[config.mk]
export PLATFORM = sky130hd
export DESIGN_NAME = sri_judge
export DESIGN_NICKNAME = d
export VERILOG_FILES = /design/src/design/sri_pkg.sv /design/src/design/sri_judge.sv
export SDC_FILE = /design/constraint.sdc
export NUM_CORES = 1
export LEC_CHECK = 0
export ABC_CLOCK_PERIOD_IN_PS = 11450
export BUFFER_PORTS_ARGS = -buffer_cell sky130_fd_sc_hd__buf_4
export CAP_MARGIN = 20
export CELL_PAD_IN_SITES_DETAIL_PLACEMENT = 1
export CELL_PAD_IN_SITES_GLOBAL_PLACEMENT = 1
export CORE_ASPECT_RATIO = 0.75
export CORE_MARGIN = 5
export CORE_UTILIZATION = 40
export DETAILED_ROUTE_END_ITERATION = 7
export PLACE_DENSITY_LB_ADDON = 0.1
export SLEW_MARGIN = 20
export SYNTH_ARGS = -nofsm -noshare
export SYNTH_HDL_FRONTEND = slang
export SYNTH_SLANG_ARGS = --single-unit
[constraint.sdc]
create_clock -name vclk -period 11.45
set_clock_uncertainty 0.15 [all_clocks]
set_input_delay 2.29 -clock vclk [all_inputs]
set_output_delay 2.29 -clock vclk [all_outputs]
set_load 0.01 [all_outputs]
[src/design/sri_pkg.sv]
// ----------------------------------------------------------------------------
// sri_pkg
// Shared constants and types for the segment versus rectangle edge test.
// ----------------------------------------------------------------------------
package sri_pkg;

    // Default coordinate width: signed Q11.4.
    localparam int COORD_WIDTH_DEF = 16;

    // One flag for each rectangle edge.
    typedef struct packed {
        logic left;
        logic bottom;
        logic right;
        logic top;
    } t_edges;

endpackage

[src/design/sri_judge.sv]
// ----------------------------------------------------------------------------
// sri_judge
// Second stage: edge-side parameter checks from the registered products and
// the final hit decision over the left, bottom, right and top sides.
// ----------------------------------------------------------------------------
module sri_judge #(
    parameter int COORD_WIDTH = sri_pkg::COORD_WIDTH_DEF
) (
    input  logic signed [2*COORD_WIDTH+4:0]       i_prod_at,
    input  logic signed [2*COORD_WIDTH+4:0]       i_prod_ab,
    input  logic signed [2*COORD_WIDTH+4:0]       i_prod_bl,
    input  logic signed [2*COORD_WIDTH+4:0]       i_prod_br,
    input  logic signed [2*COORD_WIDTH+1:0]       i_prod_hd,
    input  logic signed [2*COORD_WIDTH+1:0]       i_prod_wd,
    input  sri_pkg::t_edges                       i_pre_ok,
    output logic                                  o_hit
);
    import sri_pkg::*;

    localparam int PW = 2 * COORD_WIDTH + 6;
    localparam logic signed [PW-1:0] ZERO = '0;

    logic signed [PW-1:0] c_l, c_b, c_r, c_t;
    logic signed [PW-1:0] den_h, den_w;
    t_edges               edge_ok;

    function automatic logic in_unit(input logic signed [PW-1:0] num,
                                     input logic signed [PW-1:0] den);
        if (den[PW-1]) begin
            return (num >= den) && (num <= ZERO);
        end
        return (num >= ZERO) && (num <= den);
    endfunction

    // Edge-side numerators.
    assign c_l = PW'(i_prod_at) - PW'(i_prod_bl);
    assign c_b = PW'(i_prod_ab) - PW'(i_prod_bl);
    assign c_r = PW'(i_prod_ab) - PW'(i_prod_br);
    assign c_t = PW'(i_prod_at) - PW'(i_prod_br);

    // Denominators: right and top positive forms, left and bottom negated.
    assign den_h = PW'(i_prod_hd) + PW'(i_prod_hd);
    assign den_w = PW'(i_prod_wd) + PW'(i_prod_wd);

    assign edge_ok.left   = i_pre_ok.left   && in_unit(c_l, ZERO - den_h);
    assign edge_ok.bottom = i_pre_ok.bottom && in_unit(c_b, ZERO - den_w);
    assign edge_ok.right  = i_pre_ok.right  && in_unit(c_r, den_h);
    assign edge_ok.top    = i_pre_ok.top    && in_unit(c_t, den_w);

    assign o_hit = |edge_ok;

endmodule

==> results of run 1 <==
## cell usage after synthesis (9+ instances only)
cell type  number
ha_1          298
a21oi_1       195
inv_1         183
nand2_1       163
nor2_1        151
xnor2_1       120
o21ai_0       114
a21o_1         86
nand4_1        81
nand3_1        67
nor3_1         61
clkbuf_1       50
xor2_1         47
nor4_1         36
and2_1         34
o211ai_1       29
nand2b_1       26
o21a_1         25
a211oi_1       23
nor2b_1        22
a31oi_1        20
o21bai_1       19
and3_1         16
or3_1          15
o31ai_1        14
or4_1          14
o21ai_1        12
a2111oi_0      11
o2111ai_1      10
a2111o_1        9
a21boi_0        9
a41oi_1         9
mux2i_1         9
o211a_1         9
## power by group
| part | internal, mW | total [mW] | leakage, nW | switching (mW) |
|---|---|---|---|---|
| registers | 0 | 0 | 0 | 0 |
| clock network | 0 | 0 | 0 | 0 |
| logic | 0.449 | 1.15 | 7.82 | 0.698 |
| total | 0.449 | 1.15 | 7.82 | 0.698 |
## critical path, stage by stage
cell and delay [ps]:
buf_4 110, inv_1 130, ha_1 330, a21o_1 230, and2_1 170, nor3_1 600
o21bai_1 220, o21a_1 250, o41a_1 420, o21a_1 190, nor2_1 110, xnor2_1 260
ha_1 340, nand3_1 120, nor3_1 80, and2_1 190, a221oi_1 360, mux2i_1 170
a2111o_1 510, o32ai_1 560, a211o_1 170, buf_4 110
## cells by family (layout without fill, tap and decap cells)
kind of cell,Yosys count,after routing
AOI/OAI and AO/OA,680,680
xor gates and xnor gates,167,167
adders and majority gates,302,302
buffers and inverters,244,406
muxes,12,12
and+or+nand+nor,730,730
## routing by layer
metal | GRT usage, % | share of wire, % | up-vias
met5 | 0 | 0 | -
li1 | - | - | 8314
met1 | 45.2 | 49 | 8441
met4 | 3.32 | 1.3 | 0
met3 | 2.83 | 5.2 | 33
met2 | 50.4 | 44 | 464
## metrics by stage
stage               power (mW)  instances  cell area, um2  setup WS, ps  hold WS (ps)
floorplan                0.749       2135           14700          2460          4670
global placement          1.08       2762           16600          1200          4880
detailed placement        1.12       2762           16600          1130          4880
CTS                       1.12       2762           16600          1110          4890
global route              1.25       2762           16600           881          4890
finish                    1.15       2762           16600          1080          4900
## cell type report
cell class,count,area [um2],share of cell area [%]
Timing Repair Buffer,223,1670,10.1
Multi-Input combinational cell,1891,13700,82.3
Inverter,183,687,4.13
Tap cell,465,582,3.50
## final timing paths
check	start	endpoint	slack, ps	depth (start not counted)
hold / removal	i_pre_ok[0]	o_hit	4900	4
setup / recovery	i_prod_br[4]	o_hit	1080	22
==> run summary, run 1 <==
Final hold violations = 0
Critical path start-end classification = in2out
LEAKAGE = 7.82 nW
Cell Rows = 60
RSZ-0062 raised after global routing = false
Peak VDD IR = 25.6 uV
Number of fill cells = 4742
DR vias/cell = 6.25
CP Max Fanout = 5
Drt pass-1 iters = 5
Largest family of logic cells by synthesized area = compound AO/OA/AOI/OAI gates
Most common cell after layout, fill and taps aside = ha_1
Die Span X = 231 um
Worst path arrival time = 7930 ps
DRT iter0 DRCs = 1363
ANT nets after route = 0
Commonest non-fill, non-tap cells in the layout = 298 x ha_1, 223 x buf_4, 195 x a21oi_1
# Post-CTS Setup Buffers = 0
Critical path startpoint category = primary input
Final setup viols = 0
GR Util All Layers = 30.7%
Critical Path End Type = output pin
Final GP Congestion = 1.03
# IOs = 221
HPWL after DPL = 60000 um
Wire length per cell = 24.2 um
Cells after synthesis = 2135
Netlist cell types = 92
Initial antenna violation count = 0
PostCTS Resize Cnt = 0
Final wirelength = 66800 um
Core area = 36000 um2
Number of global-route vias before repair = 17200
Finished Core Util = 46.1%
Nets@finish = 2821
Layout clock buffers = 0
Period utilization = 90.6%
Vias post-DR = 17300
Syn Area/Cell = 6.87 um2
Synthesized area = 14700 um2
Required @ worst endpoint = 9010 ps
Share of cells above drive strength 1 = 11.5%
Hold Path Class = in2out
Cts hold-fix bufs = 0
MaxCap Viol Count = 0
Area Overhead vs Synth = 13.4%
Pwr Density = 69.0 nW/um2
Sum Neg Setup Slack = 0 ps
Sequential cells = 0
Area of the die = 40600 um2
Number of port buffers = 221
Post-synthesis xor/xnor area fraction = 9.98%
Seq/Total Area, Yosys = 0%
First-pass GRT wire length = 99700 um
Largest net degree at the start of global routing = 13
DIE HEIGHT = 176 um
Actual slew at the worst max-slew pin = 964 ps
Final Critical Period = 10370 ps
Synth area leaders = ha_1 25%, xnor2_1 7.2%, a21oi_1 6.7%
Slew HR = 35.1%
GRT overflow = 0
Synth Area in Compound Gates = 31.2%
Initial Utilization = 40.7%
Synth Area in Simple Gates = 25.4%
Net Count, Synth = 2657
Storage cell area = 0 um2
Adder-Cell Fraction of Synth Area = 26.0%
Top-area cell type share of the netlist area = 25.4%
Largest area contributor in the netlist = ha_1
Final Slew Violations = 0
Status = finished clean
DRC viols = 0
# diodes = 0
FMAX = 0.0964 GHz
Synth warn = 0
Mux contribution to synthesized area = 0.845%
Power figures use the tool's default switching activity.
==> inputs of run 2 (changes only) <==
--- a/config.mk
+++ b/config.mk
@@ -5,6 +5,7 @@
 export SDC_FILE = /design/constraint.sdc
 export NUM_CORES = 1
 export LEC_CHECK = 0
+export ABC_AREA = 1
 export ABC_CLOCK_PERIOD_IN_PS = 11450
 export BUFFER_PORTS_ARGS = -buffer_cell sky130_fd_sc_hd__buf_4
 export CAP_MARGIN = 20
==> run 2 against run 1 <==
Compared with the run above:
- final area increased by 21%
- die area increased by 20%
- setup slack improved by 590 ps
- non-clock buffer count decreased by 2
- critical path depth increased by 9
- highest routed layer unchanged
- via count increased by 39%
- critical endpoint unchanged
- utilization about the same
- power increased by 12%
==> run summary, run 2 <==
Status = finished clean
Sequential cells = 0
Wire length per cell = 22.0 um
Number of fill cells = 6676
Drt pass-1 iters = 7
Comb pwr share = 100.0%
PostCTS Resize Cnt = 0
Synth area leaders = nand2_1 27%, ha_1 21%, inv_1 17%
Vias post-DR = 24000
Synth cell count leaders = 1293 x nand2_1, 792 x inv_1, 340 x nor2_1, 298 x ha_1, 220 x nand3_1
# diodes = 0
Largest area contributor in the netlist = nand2_1
Largest family of logic cells by synthesized area = simple AND/OR/NAND/NOR gates
CP max stage cell = nor4_1
Final Critical Period = 9790 ps
Net Count, Synth = 4058
Min Hold Slack = 5000 ps
Nets@finish = 4280
Sum Neg Setup Slack = 0 ps
MaxCap Viol Count = 0
# Post-CTS Setup Buffers = 0
Cts hold-fix bufs = 0
Peak VDD IR = 35.5 uV
Clock share of power = 0%
Area of the die = 48800 um2
Period utilization = 85.5%
DIE HEIGHT = 192 um
Area Overhead vs Synth = 13.4%
Cell Rows = 66
Adder-Cell Fraction of Synth Area = 21.4%
Final setup viols = 0
Pint = 410 uW
Required @ worst endpoint = 9010 ps
# IOs = 221
First-pass GRT wire length = 140000 um
LEAKAGE = 12.7 nW
Netlist cell types = 40
Top-area cell type share of the netlist area = 27.3%
Hold Path Class = in2out
GRT overflow = 0
Actual slew at the worst max-slew pin = 1010 ps
Most used cell, CP = nand2_1
CP Max Fanout = 4
Number of port buffers = 221
Final Slew Violations = 0
Commonest non-fill, non-tap cells in the layout = 1293 x nand2_1, 792 x inv_1, 340 x nor2_1
DR vias/cell = 5.54
RSZ-0062 raised after global routing = false
HPWL after DPL = 87500 um
Core area = 43600 um2
Synth Area in Compound Gates = 9.10%
FMAX = 0.102 GHz
DRC viols = 0
Cells after synthesis = 3536
Initial Utilization = 40.7%
Post-synthesis xor/xnor area fraction = 4.14%
Sw frac = 68.0%
Critical Path End Type = output pin
Synth Area in Simple Gates = 48.4%
GR Util All Layers = 37.4%
Synth warn = 0
Most common cell after layout, fill and taps aside = nand2_1
Final hold violations = 0
Layout clock buffers = 0
Synthesized area = 17800 um2
Storage cell area = 0 um2
Die Span X = 253 um
Final wirelength = 95300 um
Critical path start-end classification = in2out
Seq/Total Area, Yosys = 0%
Worst path arrival time = 7350 ps
DRT iter0 DRCs = 2315
Final GP Congestion = 1.11
Mux contribution to synthesized area = 0%
CP peak stage delay = 580 ps
Largest net degree at the start of global routing = 8
Initial antenna violation count = 0
Syn Area/Cell = 5.02 um2
Number of global-route vias before repair = 23700
Top-count cell post-synth = nand2_1
Seq pwr share = 0%
Share of cells above drive strength 1 = 6.79%
Switch Pwr = 870 uW
Pwr Density = 63.6 nW/um2
ANT nets after route = 0
Critical path startpoint category = primary input
Slew HR = 32.2%
-- run 2: metal layers --
metal	part of all wire [%]	routed length, um	GRT usage (%)
met3	12	11200	8.08
met2	39	36800	54.8
met4	2.4	2330	7.20
met1	47	45000	56.0
met5	0	0	0
-- run 2: logic make-up after synthesis --
| family | after synthesis |
|---|---|
| XOR/XNOR | 84 |
| AO/OA/AOI/OAI | 295 |
| adder cells (fa/ha/maj) | 302 |
| AND/OR/NAND/NOR | 2057 |
| buffers and inverters | 798 |
-- run 2: through the flow --
step / worst slack, ps / std cells / util [%] / instance area (um2) / total power, mW
after floorplan: 3690 / 3536 / - / 17800 / 0.764
after global placement: 2270 / 4334 / 46.2 / 20100 / 1.16
after detailed placement: 1930 / 4334 / 46.2 / 20100 / 1.23
after CTS: 1910 / 4334 / 46.2 / 20100 / 1.24
after global routing: 1340 / 4334 / 46.2 / 20100 / 1.40
final: 1660 / 4334 / 46.2 / 20100 / 1.28
-- run 2: cell type report --
| cell class | instances | area (um2) | share of cell area (%) |
|---|---|---|---|
| Timing Repair Buffer | 221 | 1660 | 8.24 |
| Inverter | 797 | 2990 | 14.9 |
| Multi-Input combinational cell | 2738 | 14800 | 73.3 |
| Tap cell | 578 | 723 | 3.59 |
-- run 2: power by group through the flow --
stage | Combinational, mW | Sequential (mW) | Clock [mW]
5_1_grt | 1.40 | 0 | 0
6_report | 1.28 | 0 | 0
3_3_place_gp | 1.16 | 0 | 0
4_1_cts | 1.24 | 0 | 0
2_1_floorplan | 0.764 | 0 | 0
3_5_place_dp | 1.23 | 0 | 0
-- run 2: final timing paths --
check / from / to / slack [ps] / depth (start not counted)
max: i_prod_wd[1] / o_hit / 1660 / 31
min: i_prod_hd[33] / o_hit / 5000 / 7
-- run 2: critical path: cells and delay by family --
kind            cells  cell delay (ps)
simple gates       21             3550
buf+inv             5              500
compound gates      3              470
fa+ha+maj           2              530
==> inputs of run 3 (changes only) <==
--- a/config.mk
+++ b/config.mk
@@ -7,7 +7,6 @@
 export LEC_CHECK = 0
 export ABC_AREA = 1
 export ABC_CLOCK_PERIOD_IN_PS = 11450
-export BUFFER_PORTS_ARGS = -buffer_cell sky130_fd_sc_hd__buf_4
 export CAP_MARGIN = 20
 export CELL_PAD_IN_SITES_DETAIL_PLACEMENT = 1
 export CELL_PAD_IN_SITES_GLOBAL_PLACEMENT = 1
@@ -15,6 +14,7 @@
 export CORE_MARGIN = 5
 export CORE_UTILIZATION = 40
 export DETAILED_ROUTE_END_ITERATION = 7
+export DONT_BUFFER_PORTS = 1
 export PLACE_DENSITY_LB_ADDON = 0.1
 export SLEW_MARGIN = 20
 export SYNTH_ARGS = -nofsm -noshare
==> run 3 against run 2 <==
Compared with the run above:
- utilization decreased by 3.8 points
- power decreased by 8.1%
- setup slack improved by 250 ps
- sequential cell count stayed put
- via count decreased by 5.1%
- critical path depth decreased by 2
- first-iteration DRC count down 2.3%
- fmax grew 2.6%
- clock-buffer cell count unchanged
- hold slack got worse by 250 ps
==> run summary, run 3 (synthesis results as in run 2) <==
Storage cell area = 0 um2
Wire length per cell = 22.3 um
DRT iter0 DRCs = 2262
Critical path start-end classification = in2out
Slew HR = 38.7%
Final GP Congestion = 1.04
Final hold violations = 0
Initial antenna violation count = 1
Commonest non-fill, non-tap cells in the layout = 1293 x nand2_1, 792 x inv_1, 340 x nor2_1
Peak VDD IR = 36.6 uV
Worst path arrival time = 7100 ps
Vias post-DR = 22800
Dpl ws = 2210 ps
Core area = 43600 um2
Cts hold-fix bufs = 0
RSZ-0062 raised after global routing = false
Final wirelength = 91900 um
FMAX = 0.105 GHz
Final Slew Violations = 0
Setup ws final = 1910 ps
# IOs = 221
Worst hold stages = 5
Share of cells above drive strength 1 = 0.962%
CP max stage cell = ha_1
Largest net degree at the start of global routing = 8
Hold path start = i_prod_hd[33]
Final Critical Period = 9540 ps
HPWL after DPL = 84800 um
Sequential cells = 0
DIE HEIGHT = 192 um
CP Max Fanout = 5
Hold Path Class = in2out
Critical Path End Type = output pin
Sum Neg Setup Slack = 0 ps
Most common cell after layout, fill and taps aside = nand2_1
GR Util All Layers = 36.0%
First-pass GRT wire length = 134000 um
Number of global-route vias before repair = 22100
DR vias/cell = 5.54
Area Overhead vs Synth = 4.06%
# Post-CTS Setup Buffers = 0
GRT overflow = 0
Critical path startpoint category = primary input
Die Span X = 253 um
Layout clock buffers = 0
Pwr Density = 63.7 nW/um2
PostCTS Resize Cnt = 0
Status = finished clean
Final setup viols = 0
LEAKAGE = 11.6 nW
Hold Path End = o_hit
Period utilization = 83.3%
MaxCap Viol Count = 0
DRC viols = 0
Initial Utilization = 40.7%
CP peak stage delay = 430 ps
Most used cell, CP = nand2_1
Nets@finish = 4059
Required @ worst endpoint = 9010 ps
Drt pass-1 iters = 5
Number of port buffers = 0
ANT nets after route = 0
Actual slew at the worst max-slew pin = 912 ps
Area of the die = 48800 um2
Cell Rows = 66
Finished Core Util = 42.4%
==> run 3: cell types whose count changed in the layout (fill, tap and decap cells not counted) <==
cell     before  now
diode_2       0    1
buf_4       221    0
==> run 3: worst max-delay path: cells and delay by family <==
| family | cells | cell delay (ps) |
|---|---|---|
| AO/OA/AOI/OAI | 2 | 410 |
| AND/OR/NAND/NOR | 21 | 3220 |
| adder cells (fa/ha/maj) | 2 | 850 |
| buffers and inverters | 4 | 290 |
==> run 3: layout make-up <==
type                            instances  area [um2]
Multi-Input combinational cell       2738       14800
Antenna cell                            1        2.50
Inverter                              797        2990
Tap cell                              578         723
Fill cell                            6618       25100
==> run 3: worst max-delay path by stage <==
| stage | startpoint | to | slack, ps |
|---|---|---|---|
| 6_report | i_prod_bl[18] | o_hit | 1910 |
| 5_1_grt | i_prod_wd[1] | o_hit | 1750 |
| 4_1_cts | i_prod_bl[17] | o_hit | 2190 |
| 3_5_place_dp | i_prod_bl[17] | o_hit | 2210 |
| 3_3_place_gp | i_prod_bl[18] | o_hit | 2360 |
| 2_1_floorplan | i_prod_hd[1] | o_hit | 3690 |
==> run 3: through the flow <==
step / power (mW) / hold WS, ps / cells / cell area (um2)
finish: 1.18 / 4740 / 4114 / 18500
global placement: 1.08 / 4720 / 4113 / 18500
detailed placement: 1.13 / 4740 / 4113 / 18500
CTS: 1.14 / 4740 / 4113 / 18500
floorplan: 0.764 / 4660 / 3536 / 17800
global route: 1.30 / 4800 / 4114 / 18500
==> run 3: power breakdown <==
group / internal, mW / switching (mW) / leakage [nW]
Sequential: 0 / 0 / 0
Clock: 0.0000000117 / 0 / 0.00000634
Combinational: 0.360 / 0.817 / 11.6
==> run 3: per-layer routing <==
layer / routed length, um / global-route usage (%) / vias up
met5: 0 / 0 / -
met4: 1210 / 4.03 / 0
met3: 10700 / 8.21 / 66
met2: 35300 / 52.1 / 987
met1: 44700 / 55.4 / 10700
li1: - / - / 11000
